### src/hdl/fffjp_pkg.sv
`timescale 1ns / 1ps

package fffjp_pkg;

  localparam int MAX_NODES_DEF   = 16;
  localparam int QUEUE_DEPTH_DEF = 16;
  localparam int RESULT_LIMIT    = 16;
  localparam int LIMIT_W         = $clog2(RESULT_LIMIT + 1);

  localparam int CMD_W    = 2;
  localparam int NODE_W   = 4;
  localparam int COUNT_W  = 16;
  localparam int JOB_W    = 16;
  localparam int KIND_W   = 2;
  localparam int NCFG_W   = 5;

  localparam logic [NCFG_W-1:0] NODES_RESET = NCFG_W'(16);

  typedef enum logic [CMD_W-1:0] {
    CMD_SET_FREE = 2'd0,
    CMD_ENQUEUE  = 2'd1,
    CMD_PASS     = 2'd2
  } cmd_code_t;

  typedef enum logic [KIND_W-1:0] {
    KIND_PLACED  = 2'd0,
    KIND_NONE    = 2'd1,
    KIND_DROPPED = 2'd2
  } kind_t;

  typedef struct packed {
    logic node_wr;
    logic q_push;
    logic drop_load;
    logic pass_start;
    logic node_rd_en;
    logic place;
    logic fin;
  } dp_cmd_t;

  typedef struct packed {
    logic q_full;
    logic q_empty;
    logic limit_hit;
    logic searched_zero;
    logic hit;
    logic search_end;
    logic place_ok;
    logic out_free;
  } dp_stat_t;

endpackage

### src/hdl/fffjp_ifs.sv
`timescale 1ns / 1ps

interface fffjp_cmd_if;
  logic                             valid;
  logic                             ready;
  logic [fffjp_pkg::CMD_W-1:0]      command;
  logic [fffjp_pkg::NODE_W-1:0]     node_index;
  logic [fffjp_pkg::COUNT_W-1:0]    free_count;
  logic [fffjp_pkg::JOB_W-1:0]      job_id;
  logic [fffjp_pkg::COUNT_W-1:0]    job_need;

  modport source (output valid, command, node_index, free_count, job_id, job_need,
                  input ready);
  modport sink   (input valid, command, node_index, free_count, job_id, job_need,
                  output ready);
endinterface

interface fffjp_res_if;
  logic                             valid;
  logic                             ready;
  logic [fffjp_pkg::KIND_W-1:0]     kind;
  logic [fffjp_pkg::NODE_W-1:0]     placed_node;
  logic [fffjp_pkg::JOB_W-1:0]      placed_job;
  logic                             last;

  modport source (output valid, kind, placed_node, placed_job, last, input ready);
  modport sink   (input valid, kind, placed_node, placed_job, last, output ready);
endinterface

interface fffjp_cfg_if;
  logic                             valid;
  logic                             ready;
  logic [fffjp_pkg::NCFG_W-1:0]     nodes_in_use;

  modport source (output valid, nodes_in_use, input ready);
  modport sink   (input valid, nodes_in_use, output ready);
endinterface

### src/hdl/fcfs_first_fit_job_placer.sv
`timescale 1ns / 1ps

// First-come first-served job placer with first-fit node search.
// in_if  : command transactions (set node free count, enqueue job, run pass).
// out_if : result transactions (placed, nothing placed, dropped), last marks
//          the final result produced by one command.
// cfg_if : writes nodes_in_use, always ready; write only while idle.
// Set and accepted enqueue produce no result. An enqueue into a full queue
// produces one dropped result. In a pass the node table is scanned one
// node per cycle through its registered read port, and each placement
// costs a queue-head reload. A pass emits up to 16 placements, or
// one "nothing placed" result. Commands are taken one at a time; the next is
// accepted once the previous one's final result sits in the output register.
// If the receiver stalls, a pass waits with its next result held internally.
// Reset (rst_n, synchronous) empties the queue, zeroes all node free counts
// and sets nodes_in_use to 16.

module fcfs_first_fit_job_placer #(
  parameter int MAX_NODES   = fffjp_pkg::MAX_NODES_DEF,
  parameter int QUEUE_DEPTH = fffjp_pkg::QUEUE_DEPTH_DEF
) (
  input  logic         clk,
  input  logic         rst_n,
  fffjp_cmd_if.sink    in_if,
  fffjp_res_if.source  out_if,
  fffjp_cfg_if.sink    cfg_if
);
  import fffjp_pkg::*;

  dp_cmd_t  cmd;
  dp_stat_t stat;

  fffjp_ctrl u_ctrl (
    .clk        (clk),
    .rst_n      (rst_n),
    .in_valid   (in_if.valid),
    .in_ready   (in_if.ready),
    .in_command (in_if.command),
    .stat       (stat),
    .cmd        (cmd)
  );

  fffjp_dp #(
    .MAX_NODES   (MAX_NODES),
    .QUEUE_DEPTH (QUEUE_DEPTH)
  ) u_dp (
    .clk           (clk),
    .rst_n         (rst_n),
    .in_node_index (in_if.node_index),
    .in_free_count (in_if.free_count),
    .in_job_id     (in_if.job_id),
    .in_job_need   (in_if.job_need),
    .cmd           (cmd),
    .stat          (stat),
    .out_if        (out_if),
    .cfg_if        (cfg_if)
  );

endmodule

### src/hdl/fffjp_ctrl.sv
`timescale 1ns / 1ps

module fffjp_ctrl (
  input  logic                         clk,
  input  logic                         rst_n,
  input  logic                         in_valid,
  output logic                         in_ready,
  input  logic [fffjp_pkg::CMD_W-1:0]  in_command,
  input  fffjp_pkg::dp_stat_t          stat,
  output fffjp_pkg::dp_cmd_t           cmd
);
  import fffjp_pkg::*;

  typedef enum logic [4:0] {
    S_IDLE   = 5'b00001,
    S_LOAD   = 5'b00010,
    S_SEARCH = 5'b00100,
    S_PLACE  = 5'b01000,
    S_FIN    = 5'b10000
  } state_t;

  state_t state_r, state_nxt;
  logic   in_fire;

  assign in_ready = (state_r == S_IDLE);
  assign in_fire  = in_valid && in_ready;

  always_comb begin
    state_nxt = state_r;
    cmd       = '0;
    unique case (state_r)
      S_IDLE: begin
        if (in_fire) begin
          unique case (cmd_code_t'(in_command))
            CMD_SET_FREE: cmd.node_wr = 1'b1;
            CMD_ENQUEUE: begin
              if (stat.q_full) begin
                cmd.drop_load = 1'b1;
                state_nxt     = S_FIN;
              end else begin
                cmd.q_push = 1'b1;
              end
            end
            CMD_PASS: begin
              cmd.pass_start = 1'b1;
              state_nxt      = S_LOAD;
            end
            default: ;
          endcase
        end
      end
      S_LOAD: begin
        if (stat.q_empty || stat.limit_hit || stat.searched_zero) begin
          state_nxt = S_FIN;
        end else begin
          cmd.node_rd_en = 1'b1;
          state_nxt      = S_SEARCH;
        end
      end
      S_SEARCH: begin
        if (stat.hit) begin
          state_nxt = S_PLACE;
        end else if (stat.search_end) begin
          state_nxt = S_FIN;
        end else begin
          cmd.node_rd_en = 1'b1;
        end
      end
      S_PLACE: begin
        if (stat.place_ok) begin
          cmd.place = 1'b1;
          state_nxt = S_LOAD;
        end
      end
      S_FIN: begin
        if (stat.out_free) begin
          cmd.fin   = 1'b1;
          state_nxt = S_IDLE;
        end
      end
      default: state_nxt = S_IDLE;
    endcase
  end

  always_ff @(posedge clk) begin
    if (!rst_n) begin
      state_r <= S_IDLE;
    end else begin
      state_r <= state_nxt;
    end
  end

endmodule

### src/hdl/fffjp_dp.sv
`timescale 1ns / 1ps

module fffjp_dp #(
  parameter int MAX_NODES   = fffjp_pkg::MAX_NODES_DEF,
  parameter int QUEUE_DEPTH = fffjp_pkg::QUEUE_DEPTH_DEF
) (
  input  logic                           clk,
  input  logic                           rst_n,
  input  logic [fffjp_pkg::NODE_W-1:0]   in_node_index,
  input  logic [fffjp_pkg::COUNT_W-1:0]  in_free_count,
  input  logic [fffjp_pkg::JOB_W-1:0]    in_job_id,
  input  logic [fffjp_pkg::COUNT_W-1:0]  in_job_need,
  input  fffjp_pkg::dp_cmd_t             cmd,
  output fffjp_pkg::dp_stat_t            stat,
  fffjp_res_if.source                    out_if,
  fffjp_cfg_if.sink                      cfg_if
);
  import fffjp_pkg::*;

  localparam int NW   = (MAX_NODES > 1) ? $clog2(MAX_NODES) : 1;
  localparam int CW   = (NW + 1 > NCFG_W) ? NW + 1 : NCFG_W;
  localparam int QW   = $clog2(QUEUE_DEPTH);
  localparam int QCW  = $clog2(QUEUE_DEPTH + 1);
  localparam int QEW  = JOB_W + COUNT_W;

  // node table
  logic [COUNT_W-1:0] node_mem [MAX_NODES];
  logic [MAX_NODES-1:0] node_vld_r;
  logic [COUNT_W-1:0] node_rd_r;
  logic               node_rd_vld_r;
  logic [NW:0]        n_r;
  logic [NW:0]        nd_r;
  logic [COUNT_W-1:0] node_val;
  logic               node_we;
  logic [NW-1:0]      node_waddr;
  logic [COUNT_W-1:0] node_wdata;
  logic               set_in_range;

  // job queue
  logic [QEW-1:0]     q_mem [QUEUE_DEPTH];
  logic [QEW-1:0]     q_rd_r;
  logic [QW-1:0]      head_r;
  logic [QW-1:0]      tail_r;
  logic [QCW-1:0]     count_r;
  logic [JOB_W-1:0]   head_id;
  logic [COUNT_W-1:0] head_need;

  // pass bookkeeping
  logic [NCFG_W-1:0]  nodes_cfg_r;
  logic [CW-1:0]      searched;
  logic [LIMIT_W-1:0] placed_r;
  kind_t              pend_kind_r;
  logic [NODE_W-1:0]  pend_node_r;
  logic [JOB_W-1:0]   pend_id_r;

  // result register
  logic               out_valid_r;
  kind_t              out_kind_r;
  logic [NODE_W-1:0]  out_node_r;
  logic [JOB_W-1:0]   out_job_r;
  logic               out_last_r;
  logic               out_free;

  assign cfg_if.ready = 1'b1;

  always_ff @(posedge clk) begin
    if (!rst_n) begin
      nodes_cfg_r <= NODES_RESET;
    end else if (cfg_if.valid) begin
      nodes_cfg_r <= cfg_if.nodes_in_use;
    end
  end

  assign searched = (CW'(nodes_cfg_r) > CW'(MAX_NODES)) ? CW'(MAX_NODES) : CW'(nodes_cfg_r);

  assign set_in_range = (32'(in_node_index) < 32'(MAX_NODES));
  assign node_val     = node_rd_vld_r ? node_rd_r : '0;
  assign head_id      = q_rd_r[QEW-1:COUNT_W];
  assign head_need    = q_rd_r[COUNT_W-1:0];

  always_comb begin
    node_we    = 1'b0;
    node_waddr = nd_r[NW-1:0];
    node_wdata = node_val - head_need;
    if (cmd.node_wr) begin
      node_we    = set_in_range;
      node_waddr = NW'(in_node_index);
      node_wdata = in_free_count;
    end else if (cmd.place) begin
      node_we = 1'b1;
    end
  end

  always_ff @(posedge clk) begin
    if (node_we) begin
      node_mem[node_waddr] <= node_wdata;
    end
    if (cmd.node_rd_en) begin
      node_rd_r <= node_mem[n_r[NW-1:0]];
    end
  end

  always_ff @(posedge clk) begin
    if (!rst_n) begin
      node_vld_r    <= '0;
      node_rd_vld_r <= 1'b0;
    end else begin
      if (node_we) begin
        node_vld_r[node_waddr] <= 1'b1;
      end
      if (cmd.node_rd_en) begin
        node_rd_vld_r <= node_vld_r[n_r[NW-1:0]];
      end
    end
  end

  always_ff @(posedge clk) begin
    if (!rst_n) begin
      n_r  <= '0;
      nd_r <= '0;
    end else if (cmd.pass_start || cmd.place) begin
      n_r <= '0;
    end else if (cmd.node_rd_en) begin
      n_r  <= n_r + 1'b1;
      nd_r <= n_r;
    end
  end

  always_ff @(posedge clk) begin
    if (cmd.q_push) begin
      q_mem[tail_r] <= {in_job_id, in_job_need};
    end
    q_rd_r <= q_mem[head_r];
  end

  always_ff @(posedge clk) begin
    if (!rst_n) begin
      head_r  <= '0;
      tail_r  <= '0;
      count_r <= '0;
    end else if (cmd.q_push) begin
      tail_r  <= (tail_r == QW'(QUEUE_DEPTH - 1)) ? '0 : tail_r + 1'b1;
      count_r <= count_r + 1'b1;
    end else if (cmd.place) begin
      head_r  <= (head_r == QW'(QUEUE_DEPTH - 1)) ? '0 : head_r + 1'b1;
      count_r <= count_r - 1'b1;
    end
  end

  always_ff @(posedge clk) begin
    if (!rst_n) begin
      placed_r    <= '0;
      pend_kind_r <= KIND_NONE;
    end else if (cmd.pass_start) begin
      placed_r    <= '0;
      pend_kind_r <= KIND_NONE;
    end else if (cmd.drop_load) begin
      pend_kind_r <= KIND_DROPPED;
    end else if (cmd.place) begin
      placed_r    <= placed_r + 1'b1;
      pend_kind_r <= KIND_PLACED;
    end
  end

  always_ff @(posedge clk) begin
    if (cmd.pass_start) begin
      pend_node_r <= '0;
      pend_id_r   <= '0;
    end else if (cmd.drop_load) begin
      pend_node_r <= '0;
      pend_id_r   <= in_job_id;
    end else if (cmd.place) begin
      pend_node_r <= NODE_W'(nd_r);
      pend_id_r   <= head_id;
    end
  end

  assign out_free = !out_valid_r || out_if.ready;

  always_ff @(posedge clk) begin
    if (!rst_n) begin
      out_valid_r <= 1'b0;
    end else if (cmd.fin || (cmd.place && pend_kind_r == KIND_PLACED)) begin
      out_valid_r <= 1'b1;
    end else if (out_if.ready) begin
      out_valid_r <= 1'b0;
    end
  end

  always_ff @(posedge clk) begin
    if (cmd.fin || (cmd.place && pend_kind_r == KIND_PLACED)) begin
      out_kind_r <= pend_kind_r;
      out_node_r <= pend_node_r;
      out_job_r  <= pend_id_r;
      out_last_r <= cmd.fin;
    end
  end

  assign out_if.valid       = out_valid_r;
  assign out_if.kind        = out_kind_r;
  assign out_if.placed_node = out_node_r;
  assign out_if.placed_job  = out_job_r;
  assign out_if.last        = out_last_r;

  assign stat.q_full        = (count_r == QCW'(QUEUE_DEPTH));
  assign stat.q_empty       = (count_r == '0);
  assign stat.limit_hit     = (placed_r == LIMIT_W'(RESULT_LIMIT));
  assign stat.searched_zero = (searched == '0);
  assign stat.hit           = (node_val >= head_need);
  assign stat.search_end    = ((CW+1)'(nd_r) + 1'b1) >= (CW+1)'(searched);
  assign stat.place_ok      = (pend_kind_r != KIND_PLACED) || out_free;
  assign stat.out_free      = out_free;

endmodule

### src/flat_wrapper.sv
// flat-port wrapper written by rule: the top's interface ports become plain ports
module fcfs_first_fit_job_placer_flat import fffjp_pkg::*;
#(
  parameter int MAX_NODES   = fffjp_pkg::MAX_NODES_DEF,
  parameter int QUEUE_DEPTH = fffjp_pkg::QUEUE_DEPTH_DEF
)
  (clk, rst_n, in_if_valid, in_if_command, in_if_node_index, in_if_free_count, in_if_job_id, in_if_job_need, in_if_ready, out_if_valid, out_if_kind, out_if_placed_node, out_if_placed_job, out_if_last, out_if_ready, cfg_if_valid, cfg_if_nodes_in_use, cfg_if_ready);
  fffjp_cmd_if in_if_i ();
  fffjp_res_if out_if_i ();
  fffjp_cfg_if cfg_if_i ();
  input  logic clk;
  input  logic rst_n;
  input wire logic [$bits(in_if_i.valid)-1:0] in_if_valid;
  input wire logic [$bits(in_if_i.command)-1:0] in_if_command;
  input wire logic [$bits(in_if_i.node_index)-1:0] in_if_node_index;
  input wire logic [$bits(in_if_i.free_count)-1:0] in_if_free_count;
  input wire logic [$bits(in_if_i.job_id)-1:0] in_if_job_id;
  input wire logic [$bits(in_if_i.job_need)-1:0] in_if_job_need;
  output wire logic [$bits(in_if_i.ready)-1:0] in_if_ready;
  output wire logic [$bits(out_if_i.valid)-1:0] out_if_valid;
  output wire logic [$bits(out_if_i.kind)-1:0] out_if_kind;
  output wire logic [$bits(out_if_i.placed_node)-1:0] out_if_placed_node;
  output wire logic [$bits(out_if_i.placed_job)-1:0] out_if_placed_job;
  output wire logic [$bits(out_if_i.last)-1:0] out_if_last;
  input wire logic [$bits(out_if_i.ready)-1:0] out_if_ready;
  input wire logic [$bits(cfg_if_i.valid)-1:0] cfg_if_valid;
  input wire logic [$bits(cfg_if_i.nodes_in_use)-1:0] cfg_if_nodes_in_use;
  output wire logic [$bits(cfg_if_i.ready)-1:0] cfg_if_ready;
  assign in_if_i.valid = in_if_valid;
  assign in_if_i.command = in_if_command;
  assign in_if_i.node_index = in_if_node_index;
  assign in_if_i.free_count = in_if_free_count;
  assign in_if_i.job_id = in_if_job_id;
  assign in_if_i.job_need = in_if_job_need;
  assign in_if_ready = in_if_i.ready;
  assign out_if_valid = out_if_i.valid;
  assign out_if_kind = out_if_i.kind;
  assign out_if_placed_node = out_if_i.placed_node;
  assign out_if_placed_job = out_if_i.placed_job;
  assign out_if_last = out_if_i.last;
  assign out_if_i.ready = out_if_ready;
  assign cfg_if_i.valid = cfg_if_valid;
  assign cfg_if_i.nodes_in_use = cfg_if_nodes_in_use;
  assign cfg_if_ready = cfg_if_i.ready;
  fcfs_first_fit_job_placer #(.MAX_NODES(MAX_NODES), .QUEUE_DEPTH(QUEUE_DEPTH)) u_core (.clk(clk), .rst_n(rst_n), .in_if(in_if_i), .out_if(out_if_i), .cfg_if(cfg_if_i));
endmodule
### config.mk
export PLATFORM = sky130hd
export DESIGN_NAME = fcfs_first_fit_job_placer_flat
export DESIGN_NICKNAME = d
export VERILOG_FILES = /design/src/hdl/fffjp_pkg.sv /design/src/hdl/fffjp_ifs.sv /design/src/hdl/fcfs_first_fit_job_placer.sv /design/src/hdl/fffjp_ctrl.sv /design/src/hdl/fffjp_dp.sv /design/src/flat_wrapper.sv
export SDC_FILE = /design/constraint.sdc
export NUM_CORES = 1
export LEC_CHECK = 0
export ABC_AREA = 1
export BUFFER_PORTS_ARGS = -buffer_cell sky130_fd_sc_hd__buf_2
export CAP_MARGIN = 30
export CORE_ASPECT_RATIO = 1.25
export CORE_MARGIN = 4
export CORE_UTILIZATION = 29
export DETAILED_ROUTE_END_ITERATION = 6
export PLACE_DENSITY = 0.51
export REMOVE_ABC_BUFFERS = 1
export SYNTH_ARGS = -nofsm -noshare
export SYNTH_HDL_FRONTEND = slang
export SYNTH_HIERARCHICAL = 1
export SYNTH_SLANG_ARGS = --single-unit
### constraint.sdc
create_clock -name clk -period 6.5 [get_ports clk]
set_input_delay 1.95 -clock clk [delete_from_list [all_inputs] [get_ports clk]]
set_output_delay 1.95 -clock clk [all_outputs]
set_load 0.005 [all_outputs]
; ---- Yosys cells after proc, flatten, opt, wreduce, memory -nomap -nowiden
; Memory sizes are Yosys's and may differ from the RTL's. A register that Yosys moved wholly into a read port is not among the register bits.
; Cells that the tools add are included.
[op_classes]
n_div = 0
shift = 0
eq_ne = 17
addsub = 8
bitwise = 5
reduce_logical = 25
n_lt_le_gt_ge = 6
multipliers = 0
n_mux = 48
[op_table]
columns = cell, count
row1 = $mux W16, 4
row2 = $mux W5, 10
row3 = $pmux W5 S5, 1
row4 = $mux W1, 21
row5 = $mux W4, 5
row6 = $ge A16 B16 Y1, 1
row7 = $or A16 B16 Y16, 1
row8 = $sub A16 B16 Y16, 1
row9 = $add A5 B1 Y5 const B, 3
row10 = $eq A5 B5 Y1 const B, 3
row11 = $logic_not A5 Y1, 2
row12 = $lt A4 B5 Y1 const B, 2
row13 = $pmux W5 S2, 1
row14 = $add A4 B1 Y4 const B, 2
row15 = $eq A4 B4 Y1 const B, 2
row16 = $reduce_bool A2 Y1, 4
row17 = $add A5 B1 Y6 const B, 1
row18 = $ge A6 B5 Y1, 1
row19 = $logic_or A1 B1 Y1, 6
row20 = $mux W2, 3
row21 = $ne A3 B1 Y1 const B, 2
row22 = $reduce_and A2 Y1, 3
row23 = $reduce_and A6 Y1, 1
row24 = $reduce_or A2 Y1, 3
row25 = other kinds (19), 26
[totals]
ram_bits = 768
mem_bits_ro = 0
latch_bits = 0
memories = 2
output_inout_bits = 26
inputBits = 64
regBits = 101
[mem_list]
columns = memory, words, word_bits, rd, rd_ports_with_merged_regs, write_ports, line
row1 = u_core.u_dp.q_mem, 16, 32, 1, 1, 1, fffjp_dp.sv:40  ; logic [QEW-1:0] q_mem [QUEUE_DEPTH];
row2 = u_core.u_dp.node_mem, 16, 16, 1, 1, 1, fffjp_dp.sv:27  ; logic [COUNT_W-1:0] node_mem [MAX_NODES];

; ---- Logic depth before layout (Yosys ltp)
; Gate-level depths: netlist of run 1.
[logic_depth]
word_depth = 11
depth_mapped = 22
depth_no_buf = 19

; ---- Hierarchy
; Netlist of run 1, hierarchy kept.
[modules_own_cells]
columns = module, n_inst, cells_each, area_per_inst_um2, seq_area_each_um2
row1 = fffjp_dp, 1, 3049, 36513.8, 26335.3
row2 = fffjp_ctrl, 1, 81, 460.4, 100.1

; ---- Least setup slack after synthesis of run 1
; No wires, ideal clock.
[synth_timing]
path_kind = input-to-reg
startpoint = input port in_if_command[1]
endpoint = memory u_core/u_dp/q_mem[15][0] (netlist name) (enable)
cell_stages = 6
arrival_time_ps = 3892
required_time_ps = 6077
slack_ps = 2186
setup_time_ps = 423
cell_sequence = inv_1 -> nand3_1 -> nor2_1 -> buf_2 -> nand2_1 -> nor2_1
[synth_lines]
columns = element, line
row1 = from (decl), flat_wrapper.sv:14  ; input wire logic [$bits(in_if_i.command)-1:0] in_if_command;
row2 = to (decl), fffjp_dp.sv:40

==> flow_metrics.env, run 1 <==
export IMPL_status="completed"
export IMPL_arrival_ps=4370
export IMPL_die_y_um=407
export IMPL_fin_crit_ps=4090
export IMPL_dp_cells=4790
export IMPL_ys_seq_area_share_pct=71.5
export IMPL_crit_fanout=29
export IMPL_drt_pass1_iterations=6
export IMPL_p_switching_mw=2.86
export IMPL_grt_max_degree=136
export IMPL_syn_cell_area_mm2=0.0370
export IMPL_start_util_pct=29.2
export IMPL_drive_gt1_share_pct=10.6
export IMPL_post_drt_wl_per_cell_um=20.2
export IMPL_antenna_found_initial=5
export IMPL_drt_iter0_drc=2030
export IMPL_yosysWarnings=6
export IMPL_syn_area_per_cell_um2=11.8
export IMPL_dpl_instance_area_mm2=0.0393
export IMPL_rows=146
export IMPL_final_nets=3289
export IMPL_crit_path_end_kind="flip-flop"
export IMPL_crit_type="in -> reg"
export IMPL_cellLeakagePower_nw=14.8
export IMPL_overflow=0
export IMPL_power_density_mw_per_mm2=303
export IMPL_gp_congestion=0.823
export IMPL_max_slew_margin_pct=34.0
export IMPL_final_cell_area_mm2=0.0425
export IMPL_fin_worst_skew_ps=24.3
export IMPL_cts_root_buf="clkbuf_16"
export IMPL_crit_required_ps=6780
export IMPL_clockPowerShare_pct=43.0
export IMPL_vias=23700
export IMPL_ir_worst_vdd_v=0.000194
export IMPL_maxCapViolCount=0
export IMPL_hold_viol=0
export IMPL_syn_to_final_growth_pct=15.0
export IMPL_max_freq_mhz=245
export IMPL_cts_tree="built"
export IMPL_clk_pin_slew_ps=60
export IMPL_p_int_mw=10.0
export IMPL_clock_latency_ps=670
export IMPL_tightest_slew_ps=990
export IMPL_cts_setup_buffers=0
export IMPL_synth_area_top_cells="edfxtp_1 66%, dfxtp_1 6.0%, nor2_1 5.9%"
export IMPL_synth_cell_types=48
export IMPL_clock_sinks=917
export IMPL_cts_resized=0
export IMPL_ctsHoldBuffers=0
export IMPL_netlist_top_cell_by_area="edfxtp_1"
export IMPL_globalRouteTotalUtil_pct=14.7
export IMPL_combPwrFrac_pct=5.4
export IMPL_fin_cells=4978
export IMPL_clockBufferDepth=3
export IMPL_synth_top_area_share_pct=65.5
export IMPL_ant_nets=0
export IMPL_port_buffers=88
export IMPL_ys_ff_latch=917
export IMPL_grt_setup_unrepaired="false"
export IMPL_nFillCells=12600
export IMPL_grt_pass1_vias=23300
export IMPL_numCtsBuffers=99
export IMPL_core_area_mm2=0.127
export IMPL_setup_viol=0
export IMPL_slew_violations=0
export IMPL_vias_per_cell=4.76
export IMPL_grt_pass1_wl_mm=151
export IMPL_crit_path_start_kind="input pin"
export IMPL_die_w_um=327
export IMPL_io_pins=90
export IMPL_finalCritPeriodShare_pct=62.9
export IMPL_drc=0
export IMPL_switching_share_pct=22.2
export IMPL_htree_levels=3
export IMPL_hpwl_mm=61.5
export IMPL_p_seq_share_pct=51.7
export IMPL_worstHoldPathType="reg -> reg"
export IMPL_postRouteWirelength_mm=101
export IMPL_die_area_mm2=0.133
export IMPL_syn_inst=3130
## sequential cells by signal, indices dropped and copies added, names as in the netlist, 4 cells and up
register,flops
u_core/u_dp/count_r,5
u_core/u_dp/out_if.placed_job,16
u_core/u_dp/pend_node_r,4
u_core/u_dp/node_rd_r,16
u_core/u_dp/out_if.placed_node,4
u_core/u_dp/nodes_cfg_r,5
u_core/u_dp/head_r,4
u_core/u_dp/placed_r,5
u_core/u_dp/pend_id_r,16
u_core/u_dp/tail_r,4
u_core/u_dp/q_mem,512
u_core/u_dp/n_r,5
u_core/u_dp/nd_r,5
u_core/u_ctrl/state_r,5
u_core/u_dp/node_vld_r,16
u_core/u_dp/node_mem,256
u_core/u_dp/q_rd_r,32
## Yosys cell counts, drive strengths merged
master	number
clkbuf	102
or4	2
nand2	358
a31o	1
a22oi	10
nor4	1
and3	1
edfxtp	807
dfxtp	110
a21oi	42
o21ai	427
o21a	1
o221ai	34
a31oi	1
clkinv	2
xor2	5
nand4	8
fa	2
buf	75
mux2i	1
ha	34
xnor2	3
or2	5
conb	1
inv	181
nand3	138
nor2	582
o22ai	79
o211ai	94
a211oi	2
a21boi	1
o21bai	1
nand3b	2
nor3b	2
nor3	15
## per-stage QoR
step	hold slack [ps]	power, mW	TNS [ps]	setup WS [ps]	utilization [%]
3_5_place_dp	415	7.48	0	1660	31.0
3_3_place_gp	425	7.48	0	1670	30.9
6_report	433	12.9	0	2410	33.6
5_1_grt	435	13.4	0	2030	33.6
4_1_cts	432	13.0	0	2370	33.6
2_1_floorplan	403	7.13	-57930	-1780	-
## placed cells by master, fill, tap and decap left out, drive strengths merged, types with 2 or more instances in the layout
cell | netlist | routed
clkinvlp | 0 | 4
nand3b | 2 | 2
nand2 | 358 | 358
xor2 | 5 | 5
o21ai | 427 | 427
ha | 34 | 34
xnor2 | 3 | 3
clkbuf | 102 | 139
or2 | 5 | 5
a22oi | 10 | 10
clkinv | 2 | 38
buf | 75 | 135
inv | 181 | 182
o22ai | 79 | 79
or4 | 2 | 2
nand4 | 8 | 8
nor3 | 15 | 15
dfxtp | 110 | 110
nor2 | 582 | 582
o211ai | 94 | 94
bufinv | 0 | 6
fa | 2 | 2
nor3b | 2 | 2
diode | 0 | 2
nand3 | 138 | 138
a211oi | 2 | 2
a21oi | 42 | 42
o221ai | 34 | 34
edfxtp | 807 | 807
## cell families (layout without fill, tap and decap cells)
kind of cell	Yosys count	in the layout	share of synthesized area (%)
flops	917	917	71.5
fa+ha+maj	36	36	1.26
other cells	1	3	0.0101
simple gates	1114	1114	12.1
mux	1	1	0.0271
xor+xnor	8	8	0.190
buf+inv	360	504	4.16
compound gates	693	693	10.7
## routing by layer
layer	part of all wire (%)	global-route usage, %	vias up
met1	44	19.6	11800
met5	0.0069	0	-
li1	-	-	11300
met2	49	25.1	546
met4	2.5	4.46	2
met3	4.5	1.95	128
## power groups by stage
stage	combinational, mW	clock (mW)	sequential [mW]
finish	0.693	5.53	6.65
global route	0.777	5.93	6.66
CTS	0.706	5.67	6.65
detailed placement	0.703	0	6.78
global placement	0.700	0	6.78
floorplan	0.366	0	6.76
## path summary, 6_finish.rpt
path                                                 from                          endpoint  slack, ps  cells past startpoint
worst min-delay path             u_core/u_dp/pend_id_r[6]  u_core/u_dp/out_if.placed_job[6]        430                      0
worst max register to register  u_core/u_dp/node_rd_vld_r                u_core/u_dp/n_r[3]       2520                     18
worst min register to register   u_core/u_dp/pend_id_r[6]  u_core/u_dp/out_if.placed_job[6]        430                      0
worst max-delay path                          in_if_valid        u_core/u_dp/node_mem[4][5]       2410                      8
## final cells by class
class | instances | area [um2] | share of cell area, %
timing repair buffer | 135 | 883 | 2.08
sequential | 917 | 26500 | 62.2
clock buffer | 139 | 2800 | 6.58
tap | 1702 | 2130 | 5.01
multi-input combinational | 1853 | 9140 | 21.5
antenna | 2 | 5.00 | 0.0118
clock inverter | 47 | 434 | 1.02
inverter | 183 | 693 | 1.63
## worst max-delay path, stage by stage
cell	delay [ps]
buf_2	90
nand2_1	110
nor3_2	390
buf_4	380
o21ai_0	220
nor3_1	500
nand2_1	160
inv_1	540
(Power assumes the default switching activity.)
==> run 2: changes to the inputs <==
- clock period: 6.5 -> 4.1 ns (I/O delays scaled with it)
==> flow_metrics.env, run 2 (same netlist as run 1, synthesis figures left out) <==
export IMPL_rows=146
export IMPL_finalHoldWorstSlack_ps=430
export IMPL_cts_tree="built"
export IMPL_fin_worst_skew_ps=49.0
export IMPL_setup_viol=0
export IMPL_clock_sinks=917
export IMPL_fin_crit_ps=3500
export IMPL_drt_pass1_iterations=5
export IMPL_grt_setup_unrepaired="false"
export IMPL_grt_max_degree=159
export IMPL_crit_type="reg -> reg"
export IMPL_final_nets=3314
export IMPL_syn_to_final_growth_pct=16.4
export IMPL_vias=23800
export IMPL_cts_resized=0
export IMPL_clockPowerShare_pct=43.7
export IMPL_grt_pass1_vias=23000
export IMPL_top_regs="u_core/u_dp/q_mem (512), u_core/u_dp/node_mem (256), u_core/u_dp/q_rd_r (32)"
export IMPL_p_seq_share_pct=51.2
export IMPL_post_drt_wl_per_cell_um=19.6
export IMPL_numCtsBuffers=99
export IMPL_slowest_delay_ps=660
export IMPL_ir_worst_vdd_v=0.000295
export IMPL_dp_cells=4815
export IMPL_clk_pin_slew_ps=60
export IMPL_largest_reg_flops=512
export IMPL_crit_required_ps=4660
export IMPL_maxCapViolCount=0
export IMPL_start_util_pct=29.2
export IMPL_hold_viol=0
export IMPL_cts_root_buf="clkbuf_16"
export IMPL_io_pins=90
export IMPL_max_freq_mhz=286
export IMPL_p_switching_mw=4.57
export IMPL_grt_pass1_wl_mm=146
export IMPL_final_util_pct=34.0
export IMPL_port_buffers=88
export IMPL_crit_path_start_kind="flip-flop"
export IMPL_htree_levels=3
export IMPL_p_int_mw=16.0
export IMPL_die_area_mm2=0.133
export IMPL_drt_iter0_drc=1801
export IMPL_combPwrFrac_pct=5.1
export IMPL_drc=0
export IMPL_switching_share_pct=22.2
export IMPL_power_mw=20.6
export IMPL_arrival_ps=4060
export IMPL_globalRouteTotalUtil_pct=14.3
export IMPL_power_density_mw_per_mm2=479
export IMPL_regMostFlops="u_core/u_dp/q_mem"
export IMPL_dpl_worst_slack_ps=373
export IMPL_clockBufferDepth=3
export IMPL_slew_violations=0
export IMPL_fin_cells=5007
export IMPL_max_slew_margin_pct=33.2
export IMPL_clock_latency_ps=680
export IMPL_fin_ws_ps=600
export IMPL_antenna_found_initial=11
export IMPL_status="completed"
export IMPL_crit_buf_inv=4
export IMPL_finalCritPeriodShare_pct=85.4
export IMPL_cellLeakagePower_nw=15.0
export IMPL_die_y_um=407
export IMPL_crit_fanout=13
export IMPL_final_common_cell="edfxtp_1"
export IMPL_slowest_stage="dfxtp_1"
export IMPL_postRouteWirelength_mm=98.1
export IMPL_cp_cell_sequence="nand2_1 -> inv_1 -> ha_1 -> nand2_1 -> nand3_1 -> nand3_1 -> nand3_1 -> nor2_1 -> o21ai_0 -> buf_4 -> nor2_1 -> nand3_2 -> nand2_1 -> inv_1 -> nor3_1 -> inv_1 -> o21ai_0 -> a21oi_1"
export IMPL_ctsHoldBuffers=0
export IMPL_hpwl_mm=56.0
export IMPL_core_area_mm2=0.127
export IMPL_cp_top_family="simple AND/OR/NAND/NOR gates"
export IMPL_worstHoldPathType="reg -> reg"
export IMPL_final_cell_mix="807 x edfxtp_1, 560 x nor2_1, 379 x o21ai_0, 355 x nand2_1, 161 x inv_1"
export IMPL_overflow=0
export IMPL_drive_gt1_share_pct=11.4
export IMPL_die_w_um=327
export IMPL_gp_congestion=0.802
export IMPL_tightest_slew_ps=1000
export IMPL_cts_setup_buffers=0
export IMPL_ant_nets=0
export IMPL_crit_path_end_kind="flip-flop"
export IMPL_vias_per_cell=4.75
==> run 2: path summary, 6_finish.rpt <==
path	startpoint	end	slack [ps]	cells after the start
setup reg to reg	u_core/u_dp/node_rd_vld_r	u_core/u_dp/nd_r[0]	600	18
setup / recovery	u_core/u_dp/node_rd_vld_r	u_core/u_dp/nd_r[0]	600	18
hold reg to reg	u_core/u_dp/pend_id_r[4]	u_core/u_dp/out_if.placed_job[4]	430	0
hold / removal	u_core/u_dp/pend_id_r[4]	u_core/u_dp/out_if.placed_job[4]	430	0
==> run 2: layout make-up <==
type / instances / area, um2
multi-input combinational: 1853 / 9140
sequential: 917 / 26500
clock inverter: 50 / 608
clock buffer: 138 / 2730
inverter: 183 / 694
timing repair buffer: 160 / 1270
fill: 12400 / 83600
tap: 1702 / 2130
antenna: 4 / 10.0
==> run 2: through the flow <==
stage	instance area (um2)	TNS [ps]
floorplan	36100	-271640
global placement	39600	0
detailed placement	39700	0
CTS	43000	0
global route	43000	0
finish	43000	0
==> run 2: worst register-to-register path, stage by stage (launching register included) <==
cell and delay [ps]:
dfxtp_1 660, nand2_1 100, inv_1 80, ha_1 290, nand2_1 110, nand3_1 150, nand3_1 130, nand3_1 90
nor2_1 160, o21ai_0 130, buf_4 180, nor2_1 120, nand3_2 120, nand2_1 120, inv_1 40, nor3_1 530
inv_1 160, o21ai_0 180, a21oi_1 50
==> run 2: routing by layer <==
layer	vias to the layer above	wire length, um	track usage [%]
met5	-	69	0
met4	10	2040	3.93
met3	144	4300	2.31
met2	499	48500	24.2
met1	11800	43200	18.9
li1	11300	-	-
==> run 2: power groups by stage <==
stage | combinational [mW] | sequential [mW] | clock (mW)
floorplan | 0.581 | 10.7 | 0
global placement | 1.06 | 10.7 | 0
detailed placement | 1.07 | 10.7 | 0
CTS | 1.07 | 10.5 | 9.23
global route | 1.19 | 10.6 | 9.67
finish | 1.05 | 10.5 | 9.00
==> run 3: changes to the inputs <==
- ABC_AREA: 1 -> not set
==> flow_metrics.env, run 3 <==
export IMPL_finalSetupTns_ps=0
export IMPL_fin_ws_ps=586
export IMPL_p_int_mw=15.6
export IMPL_holdCritStartpoint="u_core/u_dp/pend_id_r[2]"
export IMPL_htree_levels=3
export IMPL_crit_top_cell="buf_4"
export IMPL_synth_cell_types=69
export IMPL_r2r_start="u_core/u_dp/node_rd_vld_r"
export IMPL_cts_root_buf="clkbuf_16"
export IMPL_dpl_worst_slack_ps=364
export IMPL_overflow=0
export IMPL_tightest_slew_ps=1050
export IMPL_cp_top_family="simple AND/OR/NAND/NOR gates"
export IMPL_ir_worst_vdd_v=0.000299
export IMPL_core_area_mm2=0.123
export IMPL_slowest_stage="dfxtp_1"
export IMPL_worstSetupStartpoint="u_core/u_dp/node_rd_vld_r"
export IMPL_grt_pass1_wl_mm=127
export IMPL_fin_crit_ps=3510
export IMPL_cellLeakagePower_nw=13.3
export IMPL_ctsHoldBuffers=0
export IMPL_postRouteWirelength_mm=84.7
export IMPL_clockBufferDepth=3
export IMPL_slew_violations=0
export IMPL_hpwl_mm=52.8
export IMPL_slowest_delay_ps=470
export IMPL_grt_setup_unrepaired="false"
export IMPL_max_freq_mhz=285
export IMPL_final_cell_mix="807 x edfxtp_1, 205 x mux4_2, 104 x dfxtp_1, 99 x nor2_1, 97 x clkbuf_16"
export IMPL_gp_congestion=0.838
export IMPL_syn_to_final_growth_pct=16.9
export IMPL_drt_pass1_iterations=5
export IMPL_yosysMostFrequentCell="edfxtp_1"
export IMPL_crit_type="reg -> reg"
export IMPL_ys_seq_area_share_pct=73.2
export IMPL_synth_ff_type="edfxtp_1"
export IMPL_fin_worst_skew_ps=46.6
export IMPL_power_density_mw_per_mm2=470
export IMPL_worstHoldPathType="reg -> reg"
export IMPL_vias=17900
export IMPL_regMostFlops="u_core/u_dp/q_mem"
export IMPL_cp_cell_sequence="buf_4 -> and2_1 -> ha_1 -> nand3_1 -> nand2_1 -> or2_1 -> o21ai_1 -> a32oi_1 -> buf_4 -> nand4bb_1 -> o21ai_2 -> nor3b_2 -> mux2i_1 -> nor2_1"
export IMPL_ant_nets=0
export IMPL_crit_fanout=10
export IMPL_netlist_top_cell_by_area="edfxtp_1"
export IMPL_dpl_instance_area_mm2=0.0391
export IMPL_syn_cell_area_mm2=0.0361
export IMPL_die_area_mm2=0.130
export IMPL_vias_per_cell=4.75
export IMPL_synth_edf_count=807
export IMPL_start_util_pct=29.3
export IMPL_ys_ff_latch=917
export IMPL_max_slew_margin_pct=29.7
export IMPL_syn_inst=1913
export IMPL_synth_area_top_cells="edfxtp_1 67%, mux4_2 13%, dfxtp_1 6.1%"
export IMPL_antenna_found_initial=15
export IMPL_cts_resized=0
export IMPL_cts_setup_buffers=0
export IMPL_crit_buf_inv=2
export IMPL_yosysWarnings=6
export IMPL_clock_latency_ps=690
export IMPL_crit_required_ps=4630
export IMPL_nFillCells=11500
export IMPL_clk_pin_slew_ps=60
export IMPL_final_util_pct=34.2
export IMPL_largest_reg_flops=512
export IMPL_synthArstFlopShare_pct=0
export IMPL_post_drt_wl_per_cell_um=22.5
export IMPL_setup_viol=0
export IMPL_io_pins=90
export IMPL_synth_top_area_share_pct=67.1
export IMPL_grt_max_degree=65
export IMPL_status="completed"
export IMPL_top_regs="u_core/u_dp/q_mem (512), u_core/u_dp/node_mem (256), u_core/u_dp/q_rd_r (32)"
export IMPL_final_common_cell="edfxtp_1"
export IMPL_arrival_ps=4040
export IMPL_grt_pass1_vias=18700
export IMPL_maxCapViolCount=0
export IMPL_die_y_um=403
export IMPL_p_switching_mw=4.22
export IMPL_switching_share_pct=21.2
export IMPL_drc=0
export IMPL_crit_path_end_kind="flip-flop"
export IMPL_die_w_um=324
export IMPL_drt_iter0_drc=1382
export IMPL_finalCritPeriodShare_pct=85.7
export IMPL_yosys_top_cells_count="807 x edfxtp_1, 205 x mux4_2, 116 x nor2_1"
export IMPL_syn_area_per_cell_um2=18.9
export IMPL_combPwrFrac_pct=4.4
export IMPL_numCtsBuffers=95
export IMPL_cts_tree="built"
export IMPL_clockPowerShare_pct=43.0
export IMPL_port_buffers=88
export IMPL_final_nets=2176
export IMPL_hold_viol=0
export IMPL_clock_sinks=917
export IMPL_drive_gt1_share_pct=25.9
export IMPL_crit_path_start_kind="flip-flop"
export IMPL_rows=144
export IMPL_p_seq_share_pct=52.6
export IMPL_globalRouteTotalUtil_pct=13.0
export IMPL_final_cell_area_mm2=0.0422
[run 3: final cells by class]
type,instances,area (um2),share of cell area (%)
antenna,7,17.5,0.0415
timing repair buffer,168,1400,3.31
clock buffer,125,2540,6.02
tap,1606,2010,4.76
sequential,917,26500,62.6
clock inverter,52,568,1.34
multi-input combinational,857,9110,21.6
inverter,37,139,0.329
[run 3: worst register-to-register path: stages, from the launching register on]
cell       delay, ps
dfxtp_1          470
buf_4            230
and2_1           160
ha_1             310
nand3_1          110
nand2_1           80
or2_1            330
o21ai_1          220
a32oi_1          130
buf_4            170
nand4bb_1        250
o21ai_2          120
nor3b_2          470
mux2i_1          250
nor2_1            50
[run 3: worst paths after layout]
check	to	slack (ps)	cells past startpoint
worst min-delay path	u_core/u_dp/out_if.placed_job[2]	430	0
worst min register to register	u_core/u_dp/out_if.placed_job[2]	430	0
worst max register to register	u_core/u_dp/nd_r[3]	590	14
worst max-delay path	u_core/u_dp/nd_r[3]	590	14
[run 3: per-layer routing]
metal,global-route usage [%],part of all wire (%)
met2,22.2,51
met1,16.8,43
met5,0,0.040
met3,2.52,4.5
met4,3.68,2.2
[run 3: power by group through the flow]
stage | clock network [mW] | logic (mW) | registers (mW)
after floorplan | 0 | 0.459 | 10.6
after global placement | 0 | 0.853 | 10.6
after detailed placement | 0 | 0.885 | 10.6
after CTS | 8.78 | 0.890 | 10.4
after global routing | 9.19 | 0.976 | 10.4
final | 8.54 | 0.878 | 10.4
[run 3: cell families after synthesis]
| logic type | count (synthesis) | synth area share, % |
|---|---|---|
| XOR/XNOR | 23 | 0.558 |
| AND/OR/NAND/NOR | 310 | 4.26 |
| adder cells (fa/ha/maj) | 36 | 1.29 |
| buffers and inverters | 139 | 1.81 |
| multiplexers | 279 | 15.2 |
| AO/OA/AOI/OAI | 208 | 3.69 |
| flip-flops | 917 | 73.2 |
| other | 1 | 0.0104 |
[run 3: per-stage QoR]
step	std cells	hold slack (ps)	power, mW
finish	3769	429	19.8
global placement	3577	410	11.5
CTS	3757	432	20.1
global route	3762	444	20.6
detailed placement	3580	422	11.5
floorplan	1811	408	11.1
